File: config.mk
export PLATFORM = sky130hd
export DESIGN_NAME = best_fit_block_allocator_core
export DESIGN_NICKNAME = d
export VERILOG_FILES = /design/src/hw/rtl/bfba_pkg.sv /design/src/hw/rtl/best_fit_block_allocator_core.sv /design/src/hw/rtl/bfba_cell.sv /design/src/hw/rtl/bfba_chain.sv
export VERILOG_INCLUDE_DIRS = /design/src /design/src/hw/rtl
export SDC_FILE = /design/constraint.sdc
export NUM_CORES = 2
export LEC_CHECK = 0
export BUFFER_PORTS_ARGS = -buffer_cell sky130_fd_sc_hd__buf_4
export CORE_MARGIN = 2
export CORE_UTILIZATION = 60
export CTS_BUF_LIST = sky130_fd_sc_hd__clkbuf_2 sky130_fd_sc_hd__clkbuf_4 sky130_fd_sc_hd__clkbuf_8
export CTS_CLUSTER_DIAMETER = 30
export DETAILED_ROUTE_END_ITERATION = 6
export GPL_ROUTABILITY_DRIVEN = 0
export HOLD_SLACK_MARGIN = 0.05
export PLACE_DENSITY = 0.75
export REMOVE_ABC_BUFFERS = 1
export SLEW_MARGIN = 40
export SYNTH_ARGS = -nofsm -noshare
export SYNTH_HDL_FRONTEND = slang
export SYNTH_HIERARCHICAL = 1
export SYNTH_SLANG_ARGS = --single-unit
export TNS_END_PERCENT = 10
File: constraint.sdc
create_clock -name clock -period 8.5 [get_ports clock]
set_input_delay 1.7 -clock clock [delete_from_list [all_inputs] [get_ports clock]]
set_output_delay 1.7 -clock clock [all_outputs]
set_load 0.03 [all_outputs]
File: src/hw/rtl/assert_macros.svh
// ----------------------------------------------------------------------------
// Assertion macros
// Shared concurrent assertion wrappers for the allocator RTL.
// ----------------------------------------------------------------------------
`ifndef ASSERT_MACROS_SVH
`define ASSERT_MACROS_SVH

`ifndef ASSERT_OFF
// Checks a property on every rising clock edge outside of reset.
`define BFBA_ASSERT(lbl, clk, rst, prop) \
   lbl: assert property (@(posedge clk) disable iff (rst) (prop)) \
      else $error("allocator assertion failed");
// Checks that a condition implies a consequence in the same cycle.
`define BFBA_ASSERT_IMPLY(lbl, clk, rst, ante, cons) \
   lbl: assert property (@(posedge clk) disable iff (rst) (ante) |-> (cons)) \
      else $error("allocator implication failed");
`else
`define BFBA_ASSERT(lbl, clk, rst, prop)
`define BFBA_ASSERT_IMPLY(lbl, clk, rst, ante, cons)
`endif

`endif

File: src/hw/rtl/bfba_pkg.sv
// ----------------------------------------------------------------------------
// Best-fit allocator package
// Sizes, request and response codes and the structs that link the cells.
// ----------------------------------------------------------------------------
package bfba_pkg;

   // Table geometry.
   localparam int BLOCKS    = 32;
   localparam int SIZE_BITS = 16;
   localparam int IDX_BITS  = (BLOCKS > 1) ? $clog2(BLOCKS) : 1;

   // Field widths of the request and response.
   localparam int OP_BITS     = 1;
   localparam int BINDEX_BITS = 5;
   localparam int AMOUNT_BITS = 16;
   localparam int PID_BITS    = 8;
   localparam int STATUS_BITS = 2;
   localparam int BIU_BITS    = 6;

   // Packed stream widths, rounded up to whole bytes.
   localparam int REQ_FIELD_BITS = BINDEX_BITS + AMOUNT_BITS + PID_BITS;
   localparam int REQ_DATA_BITS  = ((REQ_FIELD_BITS + 7) / 8) * 8;
   localparam int RSP_FIELD_BITS = BINDEX_BITS + AMOUNT_BITS;
   localparam int RSP_DATA_BITS  = ((RSP_FIELD_BITS + 7) / 8) * 8;

   // Compare widths that hold both operands without loss.
   localparam int WIDE_BITS = (SIZE_BITS > AMOUNT_BITS) ? SIZE_BITS : AMOUNT_BITS;
   localparam int CMP_BITS  = (IDX_BITS + 1 > BIU_BITS) ? IDX_BITS + 1 : BIU_BITS;

   // Reset value of the block count register.
   localparam logic [BIU_BITS-1:0] BIU_RESET = 6'd32;

   // Request kinds.
   localparam logic [OP_BITS-1:0] OP_LOAD  = 1'b0;
   localparam logic [OP_BITS-1:0] OP_ALLOC = 1'b1;

   // Response status codes.
   localparam logic [STATUS_BITS-1:0] STATUS_LOADED    = 2'd0;
   localparam logic [STATUS_BITS-1:0] STATUS_ALLOCATED = 2'd1;
   localparam logic [STATUS_BITS-1:0] STATUS_NO_FIT    = 2'd2;

   // Search token that travels from cell to cell.
   typedef struct packed {
      logic                 valid;
      logic                 found;
      logic [IDX_BITS-1:0]  idx;
      logic [SIZE_BITS-1:0] size;
   } token_type;

   // Update broadcast to the selected cell.
   typedef struct packed {
      logic                 take;
      logic [SIZE_BITS-1:0] size;
      logic [PID_BITS-1:0]  owner;
   } update_type;

endpackage

File: src/hw/rtl/best_fit_block_allocator_core.sv
// Allocate request: the search token walks the cell chain one block per cycle; the
// winner is then latched, and the block update and the response are registered together.
// Load request: the request is latched and the sequencer moves to its done state, where
// the block update and the response are registered. One request is in work at a time,
// and a waiting response holds the next.
// Synchronous active-high reset clears every block to size zero, no owner, count 32.
// ----------------------------------------------------------------------------
// Best-fit block allocator core
// Sequencer, request latch, response register and the cell chain.
// ----------------------------------------------------------------------------
`include "assert_macros.svh"

module best_fit_block_allocator_core (
   input  logic                                clock,
   input  logic                                reset,
   // Request stream.
   input  logic                                req_tvalid,
   output logic                                req_tready,
   // block_index [4:0], amount [20:5], process_id [28:21], zero pad
   input  logic [bfba_pkg::REQ_DATA_BITS-1:0]  req_tdata,
   // op [0]
   input  logic [bfba_pkg::OP_BITS-1:0]        req_tuser,
   // Response stream.
   output logic                                rsp_tvalid,
   input  logic                                rsp_tready,
   // chosen_block [4:0], space_left [20:5], zero pad
   output logic [bfba_pkg::RSP_DATA_BITS-1:0]  rsp_tdata,
   // status [1:0]
   output logic [bfba_pkg::STATUS_BITS-1:0]    rsp_tuser,
   // Block count register.
   input  logic                                csr_we,
   input  logic [bfba_pkg::BIU_BITS-1:0]       csr_wdata
);

   typedef enum logic [2:0] {
      ST_IDLE = 3'b001,
      ST_SCAN = 3'b010,
      ST_DONE = 3'b100
   } state_type;

   localparam int AMT_LO = bfba_pkg::BINDEX_BITS;
   localparam int PID_LO = AMT_LO + bfba_pkg::AMOUNT_BITS;

   state_type                          state_ff, state_in;
   logic [bfba_pkg::OP_BITS-1:0]       op_ff;
   logic [bfba_pkg::BINDEX_BITS-1:0]   idx_ff;
   logic [bfba_pkg::AMOUNT_BITS-1:0]   amount_ff;
   logic [bfba_pkg::PID_BITS-1:0]      pid_ff;
   logic                               start_ff;
   logic [bfba_pkg::BIU_BITS-1:0]      biu_ff;
   bfba_pkg::token_type                best_ff;
   logic                               rsp_valid_ff;
   logic [bfba_pkg::STATUS_BITS-1:0]   rsp_status_ff, rsp_status_in;
   logic [bfba_pkg::BINDEX_BITS-1:0]   rsp_block_ff, rsp_block_in;
   logic [bfba_pkg::AMOUNT_BITS-1:0]   rsp_left_ff, rsp_left_in;

   bfba_pkg::token_type                scan_result;
   bfba_pkg::update_type               wr_data;
   logic [bfba_pkg::IDX_BITS-1:0]      wr_idx;
   logic                               wr_en;
   logic                               req_fire;
   logic                               finish;
   logic                               load_in_range;
   logic [bfba_pkg::SIZE_BITS-1:0]     load_size;
   logic [bfba_pkg::SIZE_BITS-1:0]     alloc_size;

   assign req_tready = (state_ff == ST_IDLE);
   assign req_fire   = req_tvalid && req_tready;
   assign finish     = (state_ff == ST_DONE) && (!rsp_valid_ff || rsp_tready);

   // Sequencer.
   always_comb begin
      state_in = state_ff;
      unique case (state_ff)
         ST_IDLE: begin
            if (req_fire) begin
               state_in = (req_tuser == bfba_pkg::OP_ALLOC) ? ST_SCAN : ST_DONE;
            end
         end
         ST_SCAN: begin
            if (scan_result.valid) begin
               state_in = ST_DONE;
            end
         end
         ST_DONE: begin
            if (finish) begin
               state_in = ST_IDLE;
            end
         end
         default: state_in = ST_IDLE;
      endcase
   end

   always_ff @(posedge clock) begin
      if (reset) begin
         state_ff <= ST_IDLE;
         start_ff <= 1'b0;
         biu_ff   <= bfba_pkg::BIU_RESET;
      end else begin
         state_ff <= state_in;
         start_ff <= req_fire && (req_tuser == bfba_pkg::OP_ALLOC);
         if (csr_we) begin
            biu_ff <= csr_wdata;
         end
      end
   end

   // Request latch.
   always_ff @(posedge clock) begin
      if (req_fire) begin
         op_ff     <= req_tuser;
         idx_ff    <= req_tdata[AMT_LO-1:0];
         amount_ff <= req_tdata[PID_LO-1:AMT_LO];
         pid_ff    <= req_tdata[PID_LO+bfba_pkg::PID_BITS-1:PID_LO];
      end
      if ((state_ff == ST_SCAN) && scan_result.valid) begin
         best_ff <= scan_result;
      end
   end

   // Search chain.
   bfba_chain u_chain (
      .clock         (clock),
      .reset         (reset),
      .start         (start_ff),
      .blocks_in_use (biu_ff),
      .amount        (amount_ff),
      .wr_en         (wr_en),
      .wr_idx        (wr_idx),
      .wr_data       (wr_data),
      .result        (scan_result)
   );

   // Write back and response contents.
   always_comb begin
      load_in_range = 32'(idx_ff) < 32'(bfba_pkg::BLOCKS);
      load_size     = bfba_pkg::SIZE_BITS'(amount_ff);
      alloc_size    = bfba_pkg::SIZE_BITS'(bfba_pkg::WIDE_BITS'(best_ff.size) -
                                           bfba_pkg::WIDE_BITS'(amount_ff));
      wr_data.owner = pid_ff;
      if (op_ff == bfba_pkg::OP_LOAD) begin
         wr_en         = finish && load_in_range;
         wr_idx        = bfba_pkg::IDX_BITS'(idx_ff);
         wr_data.take  = 1'b0;
         wr_data.size  = load_size;
         rsp_status_in = bfba_pkg::STATUS_LOADED;
         rsp_block_in  = idx_ff;
         rsp_left_in   = load_in_range ? bfba_pkg::AMOUNT_BITS'(load_size) : '0;
      end else begin
         wr_en         = finish && best_ff.found;
         wr_idx        = best_ff.idx;
         wr_data.take  = 1'b1;
         wr_data.size  = alloc_size;
         if (best_ff.found) begin
            rsp_status_in = bfba_pkg::STATUS_ALLOCATED;
            rsp_block_in  = bfba_pkg::BINDEX_BITS'(best_ff.idx);
            rsp_left_in   = bfba_pkg::AMOUNT_BITS'(alloc_size);
         end else begin
            rsp_status_in = bfba_pkg::STATUS_NO_FIT;
            rsp_block_in  = '0;
            rsp_left_in   = '0;
         end
      end
   end

   // Response register.
   always_ff @(posedge clock) begin
      if (reset) begin
         rsp_valid_ff <= 1'b0;
      end else if (finish) begin
         rsp_valid_ff <= 1'b1;
      end else if (rsp_tready) begin
         rsp_valid_ff <= 1'b0;
      end
   end

   always_ff @(posedge clock) begin
      if (finish) begin
         rsp_status_ff <= rsp_status_in;
         rsp_block_ff  <= rsp_block_in;
         rsp_left_ff   <= rsp_left_in;
      end
   end

   assign rsp_tvalid = rsp_valid_ff;
   assign rsp_tuser  = rsp_status_ff;
   assign rsp_tdata  = bfba_pkg::RSP_DATA_BITS'({rsp_left_ff, rsp_block_ff});

   // The sequencer is always in exactly one state.
   `BFBA_ASSERT(a_state_onehot, clock, reset, $onehot(state_ff))
   // A search token only leaves the chain while a scan is running.
   `BFBA_ASSERT_IMPLY(a_token_in_scan, clock, reset, scan_result.valid, state_ff == ST_SCAN)
   // A no-fit response carries zero block and space fields.
   `BFBA_ASSERT_IMPLY(a_nofit_zero, clock, reset,
      rsp_valid_ff && (rsp_status_ff == bfba_pkg::STATUS_NO_FIT),
      (rsp_block_ff == '0) && (rsp_left_ff == '0))

endmodule

File: src/hw/rtl/bfba_cell.sv
// ----------------------------------------------------------------------------
// Allocator cell
// Holds one block and compares it against the search token passing through.
// ----------------------------------------------------------------------------
`include "assert_macros.svh"

module bfba_cell (
   input  logic                           clock,
   input  logic                           reset,
   input  logic [bfba_pkg::IDX_BITS-1:0]  my_index,
   input  logic                           eligible,
   input  logic [bfba_pkg::AMOUNT_BITS-1:0] amount,
   input  bfba_pkg::token_type            tok_in,
   output bfba_pkg::token_type            tok_out,
   input  logic                           wr_sel,
   input  bfba_pkg::update_type           wr_data
);

   logic [bfba_pkg::SIZE_BITS-1:0] size_ff;
   logic [bfba_pkg::PID_BITS-1:0]  owner_ff;
   logic                           owned_ff;
   bfba_pkg::token_type            tok_ff;
   bfba_pkg::token_type            tok_in_w;
   logic                           fits;
   logic                           better;

   // A block fits when it takes part and holds at least the request.
   always_comb begin
      fits   = eligible &&
               (bfba_pkg::WIDE_BITS'(size_ff) >= bfba_pkg::WIDE_BITS'(amount));
      better = fits && (!tok_in.found || (size_ff < tok_in.size));
      tok_in_w = tok_in;
      if (better) begin
         tok_in_w.found = 1'b1;
         tok_in_w.idx   = my_index;
         tok_in_w.size  = size_ff;
      end
   end

   // Token stage toward the next cell.
   always_ff @(posedge clock) begin
      if (reset) begin
         tok_ff <= '0;
      end else begin
         tok_ff <= tok_in_w;
      end
   end

   assign tok_out = tok_ff;

   // Block state, written by a load or a successful allocation.
   always_ff @(posedge clock) begin
      if (reset) begin
         size_ff  <= '0;
         owner_ff <= '0;
         owned_ff <= 1'b0;
      end else if (wr_sel) begin
         size_ff <= wr_data.size;
         if (wr_data.take) begin
            owner_ff <= wr_data.owner;
            owned_ff <= 1'b1;
         end
      end
   end

   // An owner is only ever recorded together with the owned bit.
   `BFBA_ASSERT_IMPLY(a_owner_needs_owned, clock, reset, !owned_ff, owner_ff == '0)

endmodule

File: src/hw/rtl/bfba_chain.sv
// ----------------------------------------------------------------------------
// Allocator cell chain
// A row of cells; the search token moves one cell per cycle.
// ----------------------------------------------------------------------------
module bfba_chain (
   input  logic                             clock,
   input  logic                             reset,
   input  logic                             start,
   input  logic [bfba_pkg::BIU_BITS-1:0]    blocks_in_use,
   input  logic [bfba_pkg::AMOUNT_BITS-1:0] amount,
   input  logic                             wr_en,
   input  logic [bfba_pkg::IDX_BITS-1:0]    wr_idx,
   input  bfba_pkg::update_type             wr_data,
   output bfba_pkg::token_type              result
);

   bfba_pkg::token_type link [bfba_pkg::BLOCKS+1];

   // A fresh token enters the first cell with nothing found yet.
   assign link[0] = '{valid: start, found: 1'b0, idx: '0, size: '0};

   // One cell per block.
   for (genvar k = 0; k < bfba_pkg::BLOCKS; k++) begin : g_cell
      logic eligible;
      logic wr_sel;

      assign eligible = bfba_pkg::CMP_BITS'(k) < bfba_pkg::CMP_BITS'(blocks_in_use);
      assign wr_sel   = wr_en && (wr_idx == bfba_pkg::IDX_BITS'(k));

      bfba_cell u_cell (
         .clock    (clock),
         .reset    (reset),
         .my_index (bfba_pkg::IDX_BITS'(k)),
         .eligible (eligible),
         .amount   (amount),
         .tok_in   (link[k]),
         .tok_out  (link[k+1]),
         .wr_sel   (wr_sel),
         .wr_data  (wr_data)
      );
   end

   assign result = link[bfba_pkg::BLOCKS];

endmodule

==> metrics.txt <==
unrepaired setup endpoints after global routing false; largest net degree at the start of global routing between 200 and 250; I/O Pins 72; commonest non-fill, non-tap cells in the layout 1323 x nand2b_1, 1258 x dfxtp_1, 1190 x mux2i_1; maxcap violations 0; R2R depth 14; clk_skew a little under 0.07 ns; Final Hold Viols 0; Cells after Synth 8759; clock buffers created by TritonCTS approximately 310; Worst VDD drop 0.169 mV; Post-CTS Setup Bufs 0; drt pass-1 iters 7; Avg Inst Size Synth around 9.2 sq um; Die Footprint roughly 140000 sq um; CTS max path bufs 4; worst hold path type reg -> reg; share of cells above drive strength 1 a little under a tenth; CP Max Fanout 32; Rows 134; Resize count post-CTS 0; Via Count 60890; clock sinks about 1300; CTS tree built; DRC 21; number of H-tree levels 5; clock transition at the registers of the reported paths 0.06 ns; drt initial violations about 4500; Fill cells 10510; gr ovfl total 0; initial antenna violation count 2; CTS root buffer clkbuf_8; final worst path period need roughly 4.7 ns; PD cells between 150 and 200 nW/um^2; routed length per instance about 19 um; clock latency at the later pin of the worst-skew pair 1.03 ns; Synth Cell Area approximately 80000 sq um; gr usage total a little under a third; relative slew slack between 30% and 40%; fin nets 10114; final setup margin between 3 and 4 ns; CP Capture Type flip-flop; commonest non-fill, non-tap cell in the layout nand2b_1; die span in x approximately 370 um; hold_buf cts 0; CP arrival 5.57 ns; vias in the first global route 60171; Routed Antenna Nets 0; final worst-path cycle share a little over half; # port buffers 57; max frequency 214 MHz; Final setup viols 0; die height around 370 um; status finished, violations left; Synthesis Warnings 6; DP Worst Slack roughly 3.4 ns; failing checks design-rule violations; total core area ~130000 sq um; Total Neg Setup Slack 0 ns; fin. max-slew vios 0; Slew @ Worst Pin ~0.96 ns; via/cell ratio 5.51; Initial Util between 60% and 70%; CP Launch Type flip-flop; final WL between 200000 and 250000 um; P_leak 0.0354 uW; Worst Path Required approximately 9.4 ns; hold path cells 0; post-DP HPWL between 100000 and 150000 um; Syn-to-layout area delta 11.3%; first-pass GRT wire length roughly 330000 um; CP Class reg -> reg
## registers in the layout, indices dropped and copies added, names as in the netlist
signal / flops
best_ff: 22
rsp_tuser: 2
idx_ff: 5
op_ff: 1
start_ff: 1
amount_ff: 16
biu_ff: 6
rsp_left_ff: 16
rsp_block_ff: 5
rsp_tvalid: 1
state_ff: 3
u_chain/g_cell.u_cell/tok_out: 736
u_chain/g_cell.u_cell/size_ff: 512
## worst max-delay path, cell delays in order, from the launching register on
cell and delay [ns]:
edfxtp_1 0.32, buf_4 0.33, buf_4 0.62, ha_1 0.27
inv_1 0.06, fa_1 0.40, a21oi_1 0.19, o21ai_0 0.15
a21o_2 0.28, a21oi_1 0.47, nand2b_1 0.21, o21ai_4 0.16
buf_4 0.68, mux2i_1 0.20, nor2_1 0.12
## metrics by stage
step           cell area, sq um  util (%)  cells  hold WS, ns  power, uW
2_1_floorplan             78300         -   8582        0.386       7120
3_3_place_gp              82000      61.6  10505        0.387       7660
3_5_place_dp              82400      61.9  10515        0.389       7730
4_1_cts                   89400      67.1  11053        0.398      15900
5_1_grt                   89400      67.1  11057        0.399      16300
6_report                  89400      67.1  11057        0.398      15800
## layout make-up
class	instances	area (sq um)	share of cell area, %
Multi-Input combinational cell	6233	47600	53.3
Timing Repair Buffer	165	1500	1.68
Antenna cell	4	10.0	0.0112
Clock inverter	135	1710	1.91
Inverter	1023	3840	4.30
Tap cell	1768	2210	2.48
Clock buffer	403	5280	5.90
Sequential cell	1326	27200	30.5
## per-layer routing
layer / global-route usage [%] / share of wire, %
met5: 0 / 0
met1: 38.7 / 44
met2: 48.5 / 45
met3: 4.44 / 5.7
met4: 17.1 / 5.6
## final timing paths
path	from	end	slack, ns
max	amount_ff[0]$_DFFE_PP_	u_chain/g_cell[20].u_cell/size_ff[10]$_SDFFE_PP0P_	3.83
min	u_chain/g_cell[31].u_cell/tok_out[5]$_SDFF_PP0_	best_ff[5]$_DFFE_PP_	0.40
max reg2reg	amount_ff[0]$_DFFE_PP_	u_chain/g_cell[20].u_cell/size_ff[10]$_SDFFE_PP0P_	3.83
min reg2reg	u_chain/g_cell[31].u_cell/tok_out[5]$_SDFF_PP0_	best_ff[5]$_DFFE_PP_	0.40
## where the power goes
group | switching [uW] | internal (uW)
Clock | 3040 | 5150
Sequential | 21.5 | 6310
Combinational | 895 | 421
Total | 3950 | 11900
Note: power is estimated with default switching activity, not from simulation.
